===== src/rtl/lcar_pkg.sv =====
package lcar_pkg;

  // converter and field widths
  localparam int CONV_BITS = 24;
  localparam int RAW_W     = 24;
  localparam int WEIGHT_W  = 16;
  localparam int SCALE_W   = 16;

  // arithmetic widths: code / 100 < 2^(CONV_BITS-6), |diff| * 100 < 2^(VALUE_W+7)
  localparam int VALUE_W   = CONV_BITS - 6;
  localparam int DIFF_W    = VALUE_W + 1;
  localparam int PROD_W    = DIFF_W + 7;
  localparam int MAG_W     = VALUE_W + 7;
  localparam int DIV_W     = MAG_W;
  localparam int DIV_CNT_W = $clog2(DIV_W + 1);

  // sequencer
  localparam int STEP_W = $clog2(CONV_BITS + 3);
  localparam logic [STEP_W-1:0] STEP_IDLE  = STEP_W'(0);
  localparam logic [STEP_W-1:0] STEP_WAIT  = STEP_W'(1);
  localparam logic [STEP_W-1:0] STEP_FIRST = STEP_W'(2);
  localparam logic [STEP_W-1:0] STEP_GAIN  = STEP_W'(CONV_BITS + 2);

  localparam logic [CONV_BITS-1:0] SIGN_FLIP = {1'b1, {(CONV_BITS-1){1'b0}}};

  localparam logic [SCALE_W-1:0] SCALE_RESET = SCALE_W'(945);
  localparam logic [SCALE_W-1:0] DIVISOR_100 = SCALE_W'(100);

  // command codes
  localparam logic [1:0] CMD_NONE  = 2'd0;
  localparam logic [1:0] CMD_ZERO  = 2'd1;
  localparam logic [1:0] CMD_WEIGH = 2'd2;
  localparam logic [1:0] CMD_TARE  = 2'd3;

  typedef struct packed {
    logic                 start;
    logic [1:0]           cmd;
    logic [CONV_BITS-1:0] code;
  } arith_req_t;

  typedef struct packed {
    logic                done;
    logic [WEIGHT_W-1:0] weight;
  } arith_res_t;

endpackage


===== src/rtl/load_cell_adc_reader_with_tare.sv =====
// Load-cell converter reader with zero capture and tare. Every input item is
// one timing tick carrying the sampled data-out level and an optional command
// (capture zero, weigh, tare); every accepted item yields exactly one result
// item with the serial clock level, busy and done flags, the last raw reading
// in offset binary and the last weight. A command seen while idle starts a
// conversion: the clock stays low until data-out goes low, then 24 data pulses
// and one gain pulse follow, two ticks each. An ordinary tick's result is
// registered when the tick is accepted. The tick that ends a conversion runs
// the arithmetic through one bit-serial restoring divider that is used twice
// (code / 100, then the scaled difference / scale_hundredths). The result sits
// in an output register, so the next tick is taken while it waits, unless the
// divider is busy or the register is stalled. scale_hundredths is to be written
// through cfg_wr_en / cfg_wr_data only while idle; the block does not enforce
// this. A value of zero acts as one.
module load_cell_adc_reader_with_tare (
  input  logic                          clk,
  input  logic                          rst,
  // configuration
  input  logic                          cfg_wr_en,
  input  logic [lcar_pkg::SCALE_W-1:0]  cfg_wr_data,
  // tick items in
  input  logic                          in_valid,
  output logic                          in_stall,
  input  logic [1:0]                    func,
  input  logic                          dt_level,
  // result items out
  output logic                          out_valid,
  input  logic                          out_stall,
  output logic                          sck_level,
  output logic                          busy_res,
  output logic                          done_res,
  output logic [lcar_pkg::RAW_W-1:0]    raw_code,
  output logic [lcar_pkg::WEIGHT_W-1:0] weight
);
  import lcar_pkg::*;

  // sequencer state
  logic [SCALE_W-1:0]   scale;
  logic [STEP_W-1:0]    step;
  logic [1:0]           pending;
  logic [CONV_BITS-1:0] shift_word;
  logic                 clock_out;
  logic [RAW_W-1:0]     last_raw;
  logic                 computing;

  logic [STEP_W-1:0]    step_next;
  logic [1:0]           pending_next;
  logic [CONV_BITS-1:0] shift_word_next;
  logic                 clock_out_next;
  logic                 finish;
  logic                 accept;
  logic [CONV_BITS-1:0] code;

  arith_req_t           req;
  arith_res_t           res;

  // hold off new ticks while the divider works or the result is stalled
  assign in_stall = computing || (out_valid && out_stall);
  assign accept   = in_valid && !in_stall;
  assign code     = shift_word ^ SIGN_FLIP;

  // one tick of the converter sequence
  always_comb begin
    step_next       = step;
    pending_next    = pending;
    shift_word_next = shift_word;
    clock_out_next  = clock_out;
    finish          = 1'b0;
    if (step == STEP_IDLE) begin
      clock_out_next = 1'b0;
      if (func != CMD_NONE) begin
        pending_next    = func;
        shift_word_next = '0;
        step_next       = STEP_WAIT;
      end
    end else if (step == STEP_WAIT) begin
      clock_out_next = 1'b0;
      if (!dt_level) begin
        step_next = STEP_FIRST;
      end
    end else if (step < STEP_GAIN) begin
      // high phase shifts, low phase samples the new bit
      if (!clock_out) begin
        clock_out_next  = 1'b1;
        shift_word_next = {shift_word[CONV_BITS-2:0], 1'b0};
      end else begin
        clock_out_next  = 1'b0;
        shift_word_next = {shift_word[CONV_BITS-1:1], dt_level};
        step_next       = step + STEP_W'(1);
      end
    end else if (step == STEP_GAIN) begin
      // extra pulse selects gain 128
      if (!clock_out) begin
        clock_out_next = 1'b1;
      end else begin
        clock_out_next = 1'b0;
        finish         = 1'b1;
        step_next      = STEP_IDLE;
      end
    end else begin
      clock_out_next = 1'b0;
      step_next      = STEP_IDLE;
    end
  end

  assign req.start = accept && finish;
  assign req.cmd   = pending;
  assign req.code  = code;

  lcar_arith u_arith (
    .clk   (clk),
    .rst   (rst),
    .req   (req),
    .scale (scale),
    .res   (res)
  );

  always_ff @(posedge clk) begin
    if (rst) begin
      scale      <= SCALE_RESET;
      step       <= STEP_IDLE;
      pending    <= CMD_NONE;
      shift_word <= '0;
      clock_out  <= 1'b0;
      last_raw   <= '0;
      computing  <= 1'b0;
      out_valid  <= 1'b0;
      sck_level  <= 1'b0;
      busy_res   <= 1'b0;
      done_res   <= 1'b0;
      raw_code   <= '0;
      weight     <= '0;
    end else begin
      if (cfg_wr_en) begin
        scale <= cfg_wr_data;
      end
      // result holds while stalled, reloads on a plain tick or when the arithmetic ends
      out_valid <= (out_valid && out_stall) || (accept && !finish) || res.done;
      if (accept) begin
        step       <= step_next;
        pending    <= pending_next;
        shift_word <= shift_word_next;
        clock_out  <= clock_out_next;
        if (finish) begin
          // result waits for the arithmetic
          last_raw  <= RAW_W'(code);
          computing <= 1'b1;
        end else begin
          sck_level <= clock_out_next;
          busy_res  <= step_next != STEP_IDLE;
          done_res  <= 1'b0;
          raw_code  <= last_raw;
        end
      end
      if (res.done) begin
        computing <= 1'b0;
        sck_level <= 1'b0;
        busy_res  <= 1'b0;
        done_res  <= 1'b1;
        raw_code  <= last_raw;
        weight    <= res.weight;
      end
    end
  end

endmodule


===== src/rtl/lcar_div.sv =====
module lcar_div (
  input  logic                         clk,
  input  logic                         rst,
  input  logic                         start,
  input  logic [lcar_pkg::DIV_W-1:0]   dividend,
  input  logic [lcar_pkg::SCALE_W-1:0] divisor,
  output logic                         done,
  output logic [lcar_pkg::DIV_W-1:0]   quotient
);
  import lcar_pkg::*;

  // restoring divider, one quotient bit per cycle
  logic [DIV_W-1:0]     quo;
  logic [SCALE_W-1:0]   rem;
  logic [SCALE_W-1:0]   dvs;
  logic [DIV_CNT_W-1:0] cnt;
  logic                 busy;
  logic [SCALE_W:0]     shifted;
  logic [SCALE_W:0]     trial;
  logic                 fits;

  assign shifted  = {rem, quo[DIV_W-1]};
  assign trial    = shifted - {1'b0, dvs};
  assign fits     = shifted >= {1'b0, dvs};
  assign quotient = quo;

  always_ff @(posedge clk) begin
    if (rst) begin
      busy <= 1'b0;
      done <= 1'b0;
      cnt  <= '0;
    end else begin
      // pulse after the last quotient bit
      done <= !start && busy && cnt == DIV_CNT_W'(1);
      if (start) begin
        busy <= 1'b1;
        cnt  <= DIV_CNT_W'(DIV_W);
      end else if (busy) begin
        cnt <= cnt - DIV_CNT_W'(1);
        if (cnt == DIV_CNT_W'(1)) begin
          busy <= 1'b0;
        end
      end
    end
  end

  always_ff @(posedge clk) begin
    if (start) begin
      quo <= dividend;
      rem <= '0;
      dvs <= divisor;
    end else if (busy) begin
      quo <= {quo[DIV_W-2:0], fits};
      rem <= fits ? trial[SCALE_W-1:0] : shifted[SCALE_W-1:0];
    end
  end

endmodule


===== src/rtl/lcar_arith.sv =====
module lcar_arith (
  input  logic                         clk,
  input  logic                         rst,
  input  lcar_pkg::arith_req_t         req,
  input  logic [lcar_pkg::SCALE_W-1:0] scale,
  output lcar_pkg::arith_res_t         res
);
  import lcar_pkg::*;

  localparam logic [2:0] A_IDLE   = 3'd0;
  localparam logic [2:0] A_DIV1   = 3'd1;
  localparam logic [2:0] A_MUL    = 3'd2;
  localparam logic [2:0] A_LAUNCH = 3'd3;
  localparam logic [2:0] A_DIV2   = 3'd4;

  logic [2:0]          state;
  logic [1:0]          cmd;
  logic [VALUE_W-1:0]  zero_offset;
  logic [WEIGHT_W-1:0] tare_offset;
  logic [DIFF_W-1:0]   diff;
  logic                neg;
  logic [MAG_W-1:0]    mag;

  logic                div_start;
  logic [DIV_W-1:0]    div_dividend;
  logic [SCALE_W-1:0]  div_divisor;
  logic                div_done;
  logic [DIV_W-1:0]    div_quo;

  logic [VALUE_W-1:0]  value;
  logic [PROD_W-1:0]   diff_ext;
  logic [PROD_W-1:0]   prod;
  logic [WEIGHT_W-1:0] q_low;
  logic [WEIGHT_W-1:0] w_new;
  logic [SCALE_W-1:0]  scale_eff;

  assign scale_eff    = (scale == '0) ? SCALE_W'(1) : scale;
  assign div_start    = (state == A_IDLE && req.start) || state == A_LAUNCH;
  assign div_dividend = (state == A_LAUNCH) ? DIV_W'(mag) : DIV_W'(req.code);
  assign div_divisor  = (state == A_LAUNCH) ? scale_eff : DIVISOR_100;

  assign value    = div_quo[VALUE_W-1:0];
  assign diff_ext = {{(PROD_W-DIFF_W){diff[DIFF_W-1]}}, diff};
  // times 100 as 64 + 32 + 4
  assign prod     = (diff_ext << 6) + (diff_ext << 5) + (diff_ext << 2);
  assign q_low    = div_quo[WEIGHT_W-1:0];
  // answer is -q - tare for signed q; q_low is the magnitude, neg the sign of the difference
  assign w_new    = neg ? (q_low - tare_offset) : (WEIGHT_W'(0) - q_low - tare_offset);

  lcar_div u_div (
    .clk      (clk),
    .rst      (rst),
    .start    (div_start),
    .dividend (div_dividend),
    .divisor  (div_divisor),
    .done     (div_done),
    .quotient (div_quo)
  );

  always_ff @(posedge clk) begin
    if (rst) begin
      state       <= A_IDLE;
      cmd         <= CMD_NONE;
      zero_offset <= '0;
      tare_offset <= '0;
      res.done    <= 1'b0;
      res.weight  <= '0;
    end else begin
      // a zero capture ends after the first division, the rest after the second
      res.done <= div_done && (state == A_DIV2 || (state == A_DIV1 && cmd == CMD_ZERO));
      unique case (state)
        A_IDLE: begin
          if (req.start) begin
            cmd   <= req.cmd;
            state <= A_DIV1;
          end
        end
        A_DIV1: begin
          if (div_done) begin
            if (cmd == CMD_ZERO) begin
              zero_offset <= value;
              res.weight  <= '0;
              state       <= A_IDLE;
            end else begin
              diff  <= {1'b0, value} - {1'b0, zero_offset};
              state <= A_MUL;
            end
          end
        end
        A_MUL: begin
          neg   <= prod[PROD_W-1];
          mag   <= prod[PROD_W-1] ? MAG_W'(-prod) : MAG_W'(prod);
          state <= A_LAUNCH;
        end
        A_LAUNCH: begin
          state <= A_DIV2;
        end
        A_DIV2: begin
          if (div_done) begin
            res.weight <= w_new;
            if (cmd == CMD_TARE) begin
              tare_offset <= w_new;
            end
            state <= A_IDLE;
          end
        end
        default: begin
          state <= A_IDLE;
        end
      endcase
    end
  end

endmodule

===== config.mk =====
export PLATFORM = sky130hd
export DESIGN_NAME = load_cell_adc_reader_with_tare
export DESIGN_NICKNAME = d
export VERILOG_FILES = /design/src/rtl/lcar_pkg.sv /design/src/rtl/load_cell_adc_reader_with_tare.sv /design/src/rtl/lcar_div.sv /design/src/rtl/lcar_arith.sv
export SDC_FILE = /design/constraint.sdc
export NUM_CORES = 1
export LEC_CHECK = 0
export ABC_AREA = 1
export BUFFER_PORTS_ARGS = -buffer_cell sky130_fd_sc_hd__buf_4
export CORE_MARGIN = 1.5
export CORE_UTILIZATION = 40
export CTS_CLUSTER_DIAMETER = 50
export DETAILED_ROUTE_END_ITERATION = 8
export SETUP_SLACK_MARGIN = 0.1
export SYNTH_ARGS = -nofsm -noshare
export SYNTH_HDL_FRONTEND = slang
export SYNTH_HIERARCHICAL = 1
export SYNTH_SLANG_ARGS = --single-unit

===== constraint.sdc =====
create_clock -name clk -period 10.6 [get_ports clk]
set_clock_uncertainty 0.05 [all_clocks]
set_input_delay 2.12 -clock clk [delete_from_list [all_inputs] [get_ports clk]]
set_output_delay 2.12 -clock clk [all_outputs]
set_load 0.1 [all_outputs]

==> results.json, run 1 <==
{
  "num_rows": 75,
  "cts_sinks": 280,
  "h-tree-depth": 2,
  "synthArstFlopShare_pct": 0,
  "hold_class": "flip-flop to flip-flop",
  "cts.hold.buffers_added": 0,
  "cts_tree": "yes",
  "netlist_instances": 2297,
  "max_slew_margin_pct": 17.06,
  "crit_path_start_kind": "input port",
  "cts-buffers-inserted": 39,
  "fmax_mhz": 208.7,
  "final_cell_area_um2": 19200,
  "dieArea_um2": 43790,
  "routabilityCongestion": 0.8974,
  "dr.first_iter.drc_count": 929,
  "powerDensity_nw_per_um2": 148.3,
  "cap_violations": 0,
  "dieWidth_um": 209.3,
  "grt_pass1_vias": 14050,
  "area_delta_synth_final_pct": 12.81,
  "slew_viol_final": 0,
  "nFillCells": 4212,
  "max-vdd-ir-drop_mv": 0.08190,
  "clockBufferDepth": 3,
  "cts_setup_buffers": 0,
  "synth.area.top_cells": "dfxtp_1, edfxtp_1, nand2_1",
  "grt_overflow": 0,
  "clk_pin_slew_ps": 60,
  "cellLeakagePower_uw": 0.008782,
  "hold_viol": 0,
  "route.detailed.drc": 0,
  "grt_max_degree": 86,
  "drive_gt1_share_pct": 11.30,
  "synth_flop_cell": "dfxtp_1",
  "syn_area_per_cell_um2": 7.408,
  "synth_nets": 2449,
  "synth_top_cell_by_area": "dfxtp_1",
  "worstPathMaxFanout": 3,
  "path_class": "input port to output pin",
  "setup_viol": 0,
  "worst_slew_pin_slew_ps": 1240,
  "io_pins": 69,
  "grt_pass1_wl_um": 71110,
  "netlist_area_um2": 17020,
  "cts-root-buf": "clkbuf_16",
  "antenna_found_initial": 0,
  "yosysSeqAreaShare_pct": 37.88,
  "layoutNonFillerInstCount": 2919,
  "fin_crit_ps": 4791,
  "cp-end-kind": "output pin",
  "cts-resized-gates": 0,
  "rsz0062_at_grt": "no",
  "cp.arrival_ps": 2620,
  "routed_via_density": 5.026,
  "insertion_delay_ps": 540,
  "num-nets-final": 2501,
  "ys_ff_latch": 280,
  "fin_crit_sh_pct": 45.20,
  "postPlaceCellArea_um2": 17920,
  "numPortBuffers": 68,
  "final_core_util_pct": 45.76,
  "synth_top_area_share_pct": 23.06,
  "required_ps": 8430,
  "drt-pass1-iter-count": 5,
  "routed-via-count": 14670,
  "wirelength_um": 42720,
  "diodes": 0,
  "holdWs_ps": 404.3,
  "synth-edff-count": 84,
  "synth.distinct_cells": 55,
  "core-area_um2": 41950,
  "fin_setup_tns_ps": 0,
  "ant_nets": 0,
  "ys_warn_count": 6,
  "start_util_pct": 40.57,
  "track_usage_pct": 19.74,
  "dpl.hpwl_um": 32140,
  "place_inst": 2847,
  "die_h_um": 209.3,
  "wl_per_cell_um": 14.63,
  "status": "finished, final reports clean"
}
==> registers in the layout, indices dropped and copies added (netlist names), 16 cells and up <==
register,count
u_arith/zero_offset,18
shift_word,24
raw_code,24
u_arith/u_div/quotient,25
u_arith/u_div/dvs,16
last_raw,24
u_arith/u_div/rem,16
u_arith/res,17
u_arith/tare_offset,16
u_arith/mag,23
scale,16
u_arith/diff,19
weight,16
==> Yosys cell counts (4+ instances only) <==
cell type    n
nand2_1    576
inv_1      294
nor2_1     209
dfxtp_1    196
a21oi_1    178
nand3_1    142
o21ai_0    136
ha_1       106
edfxtp_1    84
nand2_2     44
clkbuf_1    39
xor2_1      30
nand4_1     23
fa_1        22
o21ai_1     21
inv_2       17
nor3_1      16
xnor2_1     15
o21bai_1    12
a21oi_2     10
nor2_2      10
buf_4        9
nand3_2      9
a31oi_1      8
nand2_4      8
nand3b_1     8
buf_2        7
buf_6        7
nor2_4       7
or2_2        7
nor4_1       6
buf_1        4
==> power breakdown <==
part / switching (uW) / internal, uW
combinational: 301 / 126
sequential: 20.3 / 1120
clock: 512 / 768
==> path summary, 6_finish.rpt <==
kind / slack (ps) / start / depth (start not counted) / end
worst max-delay path: 5810 / out_stall / 4 / in_stall
worst min-delay path: 400 / last_raw[21]$_SDFFE_PP0P_ / 2 / raw_code[21]$_SDFFE_PP0P_
worst max register to register: 6860 / step[0]$_SDFFE_PP0P_ / 10 / u_arith/u_div/quotient[4]$_DFFE_PP_
worst min register to register: 400 / last_raw[21]$_SDFFE_PP0P_ / 2 / raw_code[21]$_SDFFE_PP0P_
==> placed cells by master (no fill, tap or decap), drive strengths merged <==
master and count:
bufinv 2, o21ai 161, a211oi 3, o221ai 1, nor3 18, o31ai 1, a21o 3, o22ai 1
o21bai 12, nor3b 1, nand4 23, clkinv 9, a21boi 3, nand2 628, o21a 2, clkinvlp 2
xor2 30, a32oi 1, and2 2, edfxtp 84, a31oi 8, clkbuf 50, fa 22, or2 9
nand3b 8, dfxtp 196, o211ai 3, ha 106, a21oi 188, xnor2 15, nor2 227, buf 79
nor4 6, nand3 154, inv 321, a22oi 1
==> cell type report <==
type,count,area (um2),share of cell area [%]
multi-input cells,1637,9030,47.04
clock inverters,22,227.7,1.186
flip-flops and latches,280,6446,33.58
clock buffers,50,1051,5.475
well taps,539,674.4,3.513
repair buffers,79,593.1,3.090
inverters,312,1174,6.114
==> routing by layer <==
layer | track usage [%] | vias to the layer above | share of wire, % | wire length (um)
met1 | 27.15 | 6750 | 48 | 20630
met5 | 0 | - | 0 | 0
li1 | - | 7561 | - | -
met3 | 2.649 | 64 | 3.9 | 1680
met2 | 32.28 | 295 | 45 | 19410
met4 | 5.947 | 0 | 2.3 | 1001
==> kinds of logic after synthesis <==
logic type,share of synthesized area (%)
compound gates,12.34
fa+ha+maj,10.38
flops,37.88
simple gates,27.96
xor+xnor,2.316
buf+inv,9.118
==> stage by stage <==
| step | setup slack [ps] | power, uW |
|---|---|---|
| 2_1_floorplan | 5453 | 1514 |
| 3_3_place_gp | 5572 | 1582 |
| 3_5_place_dp | 5407 | 1586 |
| 4_1_cts | 5803 | 2878 |
| 5_1_grt | 5658 | 2972 |
| 6_report | 5809 | 2846 |
==> critical path: stages <==
cell and delay (ps):
buf_4 80, nand2_2 70, nand2_1 70, buf_4 280
Power figures use the tool's default switching activity.
==> run 2: changes to the inputs <==
--- a/config.mk
+++ b/config.mk
@@ -5,7 +5,7 @@
 export SDC_FILE = /design/constraint.sdc
 export NUM_CORES = 1
 export LEC_CHECK = 0
-export ABC_AREA = 1
+export ABC_AREA = 0
 export BUFFER_PORTS_ARGS = -buffer_cell sky130_fd_sc_hd__buf_4
 export CORE_MARGIN = 1.5
 export CORE_UTILIZATION = 40
==> constraint.sdc (replaced) <==
create_clock -name clk -period 3.9 [get_ports clk]
set_clock_uncertainty 0.05 [all_clocks]
set_input_delay 0.78 -clock clk [delete_from_list [all_inputs] [get_ports clk]]
set_output_delay 0.78 -clock clk [all_outputs]
set_load 0.1 [all_outputs]
==> results.json, run 2 <==
{
  "rsz0062_at_grt": "yes",
  "dieWidth_um": 204.5,
  "grt_pass1_vias": 12770,
  "synth_top_cell_by_area": "dfxtp_1",
  "largest_reg_flops": 25,
  "wl_per_cell_um": 16.32,
  "max_slew_margin_pct": 22.30,
  "status": "complete, but fails checks",
  "synth.area.top_cells": "dfxtp_1, edfxtp_1, ha_1",
  "route.detailed.drc": 0,
  "wirelength_um": 39730,
  "violations": "setup timing",
  "netlist_instances": 1798,
  "insertion_delay_ps": 540,
  "hold_viol": 0,
  "die_h_um": 204.5,
  "antenna_found_initial": 1,
  "synth-edff-count": 84,
  "synth.most_common_cell": "nand2_1",
  "num-nets-final": 2035,
  "powerDensity_nw_per_um2": 351.4,
  "nFillCells": 3790,
  "cp.arrival_ps": 4200,
  "setup_slack_ps": -62.03,
  "fin_crit_ps": 3962,
  "fin_crit_sh_pct": 101.6,
  "cellLeakagePower_uw": 0.007461,
  "fmax_mhz": 252.4,
  "hold_class": "input port to flip-flop",
  "syn_area_per_cell_um2": 9.032,
  "routed_via_density": 5.394,
  "core-area_um2": 39910,
  "crit_path_start_kind": "flip-flop",
  "routed-via-count": 13130,
  "hold_end": "scale[4]$_SDFFE_PP1P_",
  "mostFrequentLayoutCell": "nand2_1",
  "clockBufferDepth": 3,
  "dieArea_um2": 41820,
  "setup_viol": 2,
  "grt_pass1_wl_um": 64740,
  "worst_slew_pin_slew_ps": 1164,
  "hold_depth": 2,
  "area_delta_synth_final_pct": 15.89,
  "grt_overflow": 0,
  "final_cell_mix": "nand2_1, dfxtp_1, nor2_1",
  "holdWs_ps": 392.9,
  "ys_top_cells_by_count": "nand2_1, dfxtp_1, nor2_1",
  "num_rows": 73,
  "synth_top_area_share_pct": 24.16,
  "crit_start": "u_arith/diff[1]$_DFFE_PP_",
  "min-delay-start": "cfg_wr_data[4]",
  "io_pins": 69,
  "h-tree-depth": 2,
  "yosysSeqAreaShare_pct": 39.69,
  "cts_sinks": 280,
  "worstRegToRegCells": 11,
  "path_class": "flip-flop to flip-flop",
  "ys_ff_latch": 280,
  "final_core_util_pct": 47.15,
  "synthArstFlopShare_pct": 0,
  "timing.rr.end": "u_arith/mag[18]$_DFFE_PP_",
  "netlist_area_um2": 16240,
  "dr.first_iter.drc_count": 697,
  "diodes": 0,
  "clk_pin_slew_ps": 60,
  "slew_viol_final": 0,
  "r2r_slack_ps": -60,
  "cts-buffers-inserted": 38,
  "cts_tree": "yes",
  "cts-root-buf": "clkbuf_16",
  "ys_warn_count": 6,
  "synth_flop_cell": "dfxtp_1",
  "dpl.hpwl_um": 28670,
  "drt-pass1-iter-count": 5,
  "reg2reg_from": "u_arith/diff[1]$_DFFE_PP_",
  "power_uw": 6614,
  "routabilityCongestion": 0.8724,
  "track_usage_pct": 19.01,
  "synth.distinct_cells": 89,
  "cp-end-kind": "flip-flop",
  "drive_gt1_share_pct": 13.77,
  "synth_nets": 1950,
  "cts.hold.buffers_added": 0,
  "ant_nets": 0,
  "max-vdd-ir-drop_mv": 0.2438,
  "required_ps": 4140,
  "worstPathMaxFanout": 4,
  "grt_max_degree": 96,
  "cap_violations": 0,
  "numPortBuffers": 68,
  "start_util_pct": 40.69
}
run 2: changes by cell type after synthesis, sizes merged, moves of 19 or more:
| cell | change |
|---|---|
| and3 | +24 |
| nor2b | +30 |
| a21oi | -62 |
| a22oi | +22 |
| inv | -206 |
| mux2 | +26 |
| mux2i | +58 |
| xnor2 | +26 |
| a211oi | +19 |
| nand2 | -396 |
| nand3 | -118 |
| o21ai | -85 |
| nor2 | -47 |
run 2: how the worst max path moves through the flow:
stage | cells past startpoint | end | slack, ps
finish | 11 | u_arith/mag[18]$_DFFE_PP_ | -60
floorplan | 11 | u_arith/mag[18]$_DFFE_PP_ | 80
CTS | 11 | u_arith/mag[18]$_DFFE_PP_ | -50
detailed placement | 11 | u_arith/mag[23]$_DFFE_PP_ | -170
global route | 11 | u_arith/mag[18]$_DFFE_PP_ | -200
global placement | 11 | u_arith/mag[23]$_DFFE_PP_ | -100
run 2: metrics by stage:
| step | area (um2) | instances | worst slack (ps) | setup TNS (ps) |
|---|---|---|---|---|
| after floorplan | 16260 | 1798 | 78.50 | 0 |
| after global placement | 17450 | 2360 | -101.0 | -479.2 |
| after detailed placement | 17450 | 2360 | -166.4 | -696.8 |
| after CTS | 18750 | 2432 | -50.16 | -85.29 |
| after global routing | 18820 | 2435 | -195.8 | -733.2 |
| final | 18820 | 2435 | -62.03 | -89.66 |
run 2: final cells by class:
class                           instances  area (um2)  share of cell area (%)
Inverter                              108       407.9                   2.167
Clock buffer                           48        1051                   5.585
Sequential cell                       280        6447                   34.26
Clock inverter                         19       163.9                  0.8710
Timing Repair Buffer                  125       967.2                   5.139
Multi-Input combinational cell       1330        9125                   48.49
Tap cell                              525       656.9                   3.490
run 2: critical path: stages, from the launching register on:
cell      delay [ps]
edfxtp_1         460
fa_1             460
ha_2             200
fa_2             380
a211oi_4         310
or3b_4           190
nand3_2           70
or2_1            240
or3b_4           400
or4_4            480
o41a_1           340
xnor2_1          120
run 2: cell families (layout without fill, tap and decap cells):
| logic type | after synthesis | in the layout | synth area share, % |
|---|---|---|---|
| fa+ha+maj | 128 | 128 | 10.88 |
| mux | 84 | 84 | 5.378 |
| buf+inv | 188 | 300 | 4.893 |
| compound gates | 409 | 409 | 16.72 |
| xor+xnor | 75 | 75 | 4.130 |
| simple gates | 634 | 634 | 18.31 |
| flops | 280 | 280 | 39.69 |
run 2: repair_timing:
item                       CTS  global route
gates resized for setup      9            10
setup endpoints to repair    8            10
setup buffers                5             3
pin swaps                    8             6
run 2: routing by layer:
layer / GRT usage (%) / up-vias / part of all wire [%]
met4: 6.224 / 0 / 2.3
met3: 2.768 / 55 / 3.8
met1: 25.22 / 6279 / 47
met2: 31.69 / 229 / 47
met5: 0 / - / 0
li1: - / 6571 / -
run 2: report_power, final:
part           total (uW)  switching (uW)  internal (uW)
combinational         231             153           78.5
clock                3360            1360           2000
sequential           3020            17.4           3000
==> run 3: changes to the inputs <==
--- a/config.mk
+++ b/config.mk
@@ -7,10 +7,11 @@
 export LEC_CHECK = 0
 export ABC_AREA = 0
 export BUFFER_PORTS_ARGS = -buffer_cell sky130_fd_sc_hd__buf_4
-export CORE_MARGIN = 1.5
-export CORE_UTILIZATION = 40
+export CORE_MARGIN = 2
+export CORE_UTILIZATION = 51
 export CTS_CLUSTER_DIAMETER = 50
 export DETAILED_ROUTE_END_ITERATION = 8
+export PLACE_DENSITY = 0.71
 export SETUP_SLACK_MARGIN = 0.1
 export SYNTH_ARGS = -nofsm -noshare
 export SYNTH_HDL_FRONTEND = slang
==> results.json, run 3 (synthesized netlist as in run 2, its figures left out) <==
{
  "routabilityCongestion": 0.8668,
  "crit_start": "u_arith/diff[4]$_DFFE_PP_",
  "max_slew_margin_pct": 19.91,
  "rsz0062_at_grt": "yes",
  "setup_viol": 6,
  "violations": "setup timing",
  "postPlaceCellArea_um2": 17300,
  "cap_violations": 0,
  "worstPathMaxFanout": 4,
  "fin_crit_sh_pct": 104.2,
  "max-vdd-ir-drop_mv": 0.2662,
  "routed-via-count": 13320,
  "status": "complete, but fails checks",
  "required_ps": 4100,
  "fmax_mhz": 246.0,
  "h-tree-depth": 2,
  "min-delay-start": "u_arith/zero_offset[8]$_SDFFE_PP0P_",
  "clk_pin_slew_ps": 60,
  "wl_per_cell_um": 16.81,
  "seq_area_um2": 6447,
  "drive_gt1_share_pct": 14.23,
  "grt_max_degree": 116,
  "multi_input_area_um2": 9199,
  "nFillCells": 2736,
  "grt_pass1_wl_um": 63260,
  "num-nets-final": 2036,
  "fin_crit_ps": 4066,
  "start_util_pct": 51.60,
  "dr.first_iter.drc_count": 743,
  "grt_overflow": 0,
  "ant_nets": 0,
  "cts.hold.buffers_added": 0,
  "crit_path_start_kind": "flip-flop",
  "crit_path_max_incr_delay_ps": 610,
  "reg2reg_from": "u_arith/diff[4]$_DFFE_PP_",
  "cts-buffers-inserted": 35,
  "antenna_found_initial": 0,
  "insertion_delay_ps": 510,
  "dieWidth_um": 182.4,
  "slew_viol_final": 0,
  "routed_via_density": 5.758,
  "setup_slack_ps": -165.6,
  "track_usage_pct": 23.14,
  "path_class": "flip-flop to flip-flop",
  "largest_reg_flops": 25,
  "area_delta_synth_final_pct": 14.83,
  "grt_pass1_vias": 12900,
  "crit_chain": "fa_1 > ha_2 > fa_2 > a211oi_4 > o21a_1 > o21ai_2 > xnor2_2 > or3b_4 > or4_4 > o41ai_4 > xnor2_1",
  "die_h_um": 182.4,
  "drt-pass1-iter-count": 5,
  "worst_slew_pin_slew_ps": 1186,
  "final_cell_mix": "nand2_1, dfxtp_1, nor2_1",
  "diodes": 0,
  "dieArea_um2": 33280,
  "cellLeakagePower_uw": 0.007460,
  "slowest_stage": "or4_4",
  "mostFrequentLayoutCell": "nand2_1",
  "io_pins": 69,
  "dpl.hpwl_um": 28230,
  "hold_viol": 0,
  "numPortBuffers": 68,
  "clockBufferDepth": 3,
  "hold_class": "flip-flop to flip-flop",
  "num_rows": 65,
  "core-area_um2": 31470,
  "wirelength_um": 38890,
  "final_cell_area_um2": 18650,
  "powerDensity_nw_per_um2": 339.9,
  "cts-root-buf": "clkbuf_16",
  "cp-end-kind": "flip-flop",
  "route.detailed.drc": 0,
  "cts_sinks": 280,
  "cts_tree": "yes",
  "holdWs_ps": 403.6,
  "cp.arrival_ps": 4260
}
run 3: cell types whose count changed in the layout (fill, tap and decap cells not counted), moves of 3 or more:
cell	previous run	this run
buf_4	122	127
o21ai_2	3	6
clkinvlp_4	3	0
clkbuf_16	40	36
run 3: where the power goes:
| part | internal (uW) | switching [uW] | total, uW |
|---|---|---|---|
| combinational | 75.8 | 144 | 220 |
| clock | 1810 | 1290 | 3100 |
| sequential | 3000 | 20.7 | 3020 |
run 3: critical path: cells and delay by family, from the launching register on:
kind,cells,cell delay [ps]
AOI/OAI and AO/OA,4,870
xor gates and xnor gates,2,320
DFF,1,450
and+or+nand+nor,2,1030
adders and majority gates,3,1080
run 3: layout make-up:
cell class / instances / area share [%]
inverter: 108 / 2.187
clock buffer: 44 / 5.012
tap: 402 / 2.697
multi-input combinational: 1330 / 49.33
timing repair buffer: 129 / 5.280
clock inverter: 20 / 0.9192
sequential: 280 / 34.57
run 3: per-stage QoR:
| step | setup slack [ps] | TNS, ps | instances | total power (uW) | util (%) |
|---|---|---|---|---|---|
| 3_3_place_gp | -89.30 | -299.8 | 2240 | 3301 | 54.95 |
| 3_5_place_dp | -229.4 | -952.7 | 2240 | 3305 | 54.95 |
| 5_1_grt | -244.9 | -1207 | 2313 | 6540 | 59.25 |
| 6_report | -165.6 | -487.0 | 2313 | 6339 | 59.25 |
| 4_1_cts | -133.3 | -256.4 | 2309 | 6406 | 58.72 |
| 2_1_floorplan | 78.50 | 0 | 1798 | 3243 | - |
run 3: final timing paths:
path                                              end  slack, ps  cells after the start
setup / recovery            u_arith/mag[23]$_DFFE_PP_       -170                     11
hold / removal    u_arith/zero_offset[8]$_SDFFE_PP0P_        400                      2
setup reg to reg            u_arith/mag[23]$_DFFE_PP_       -170                     11
hold reg to reg   u_arith/zero_offset[8]$_SDFFE_PP0P_        400                      2
run 3: repair_timing:
action / 4_1_cts / 5_1_grt
hold endpoints to repair: 0 / 0
pin swaps: 8 / 10
setup buffers: 5 / 4
gates resized for setup: 10 / 23
endpoints found under the setup margin: 8 / 11
run 3: per-layer routing:
layer	global-route usage, %	routed length (um)
met3	3.891	1985
met5	0	0
met1	30.18	17490
met4	7.032	903
met2	39.42	18510
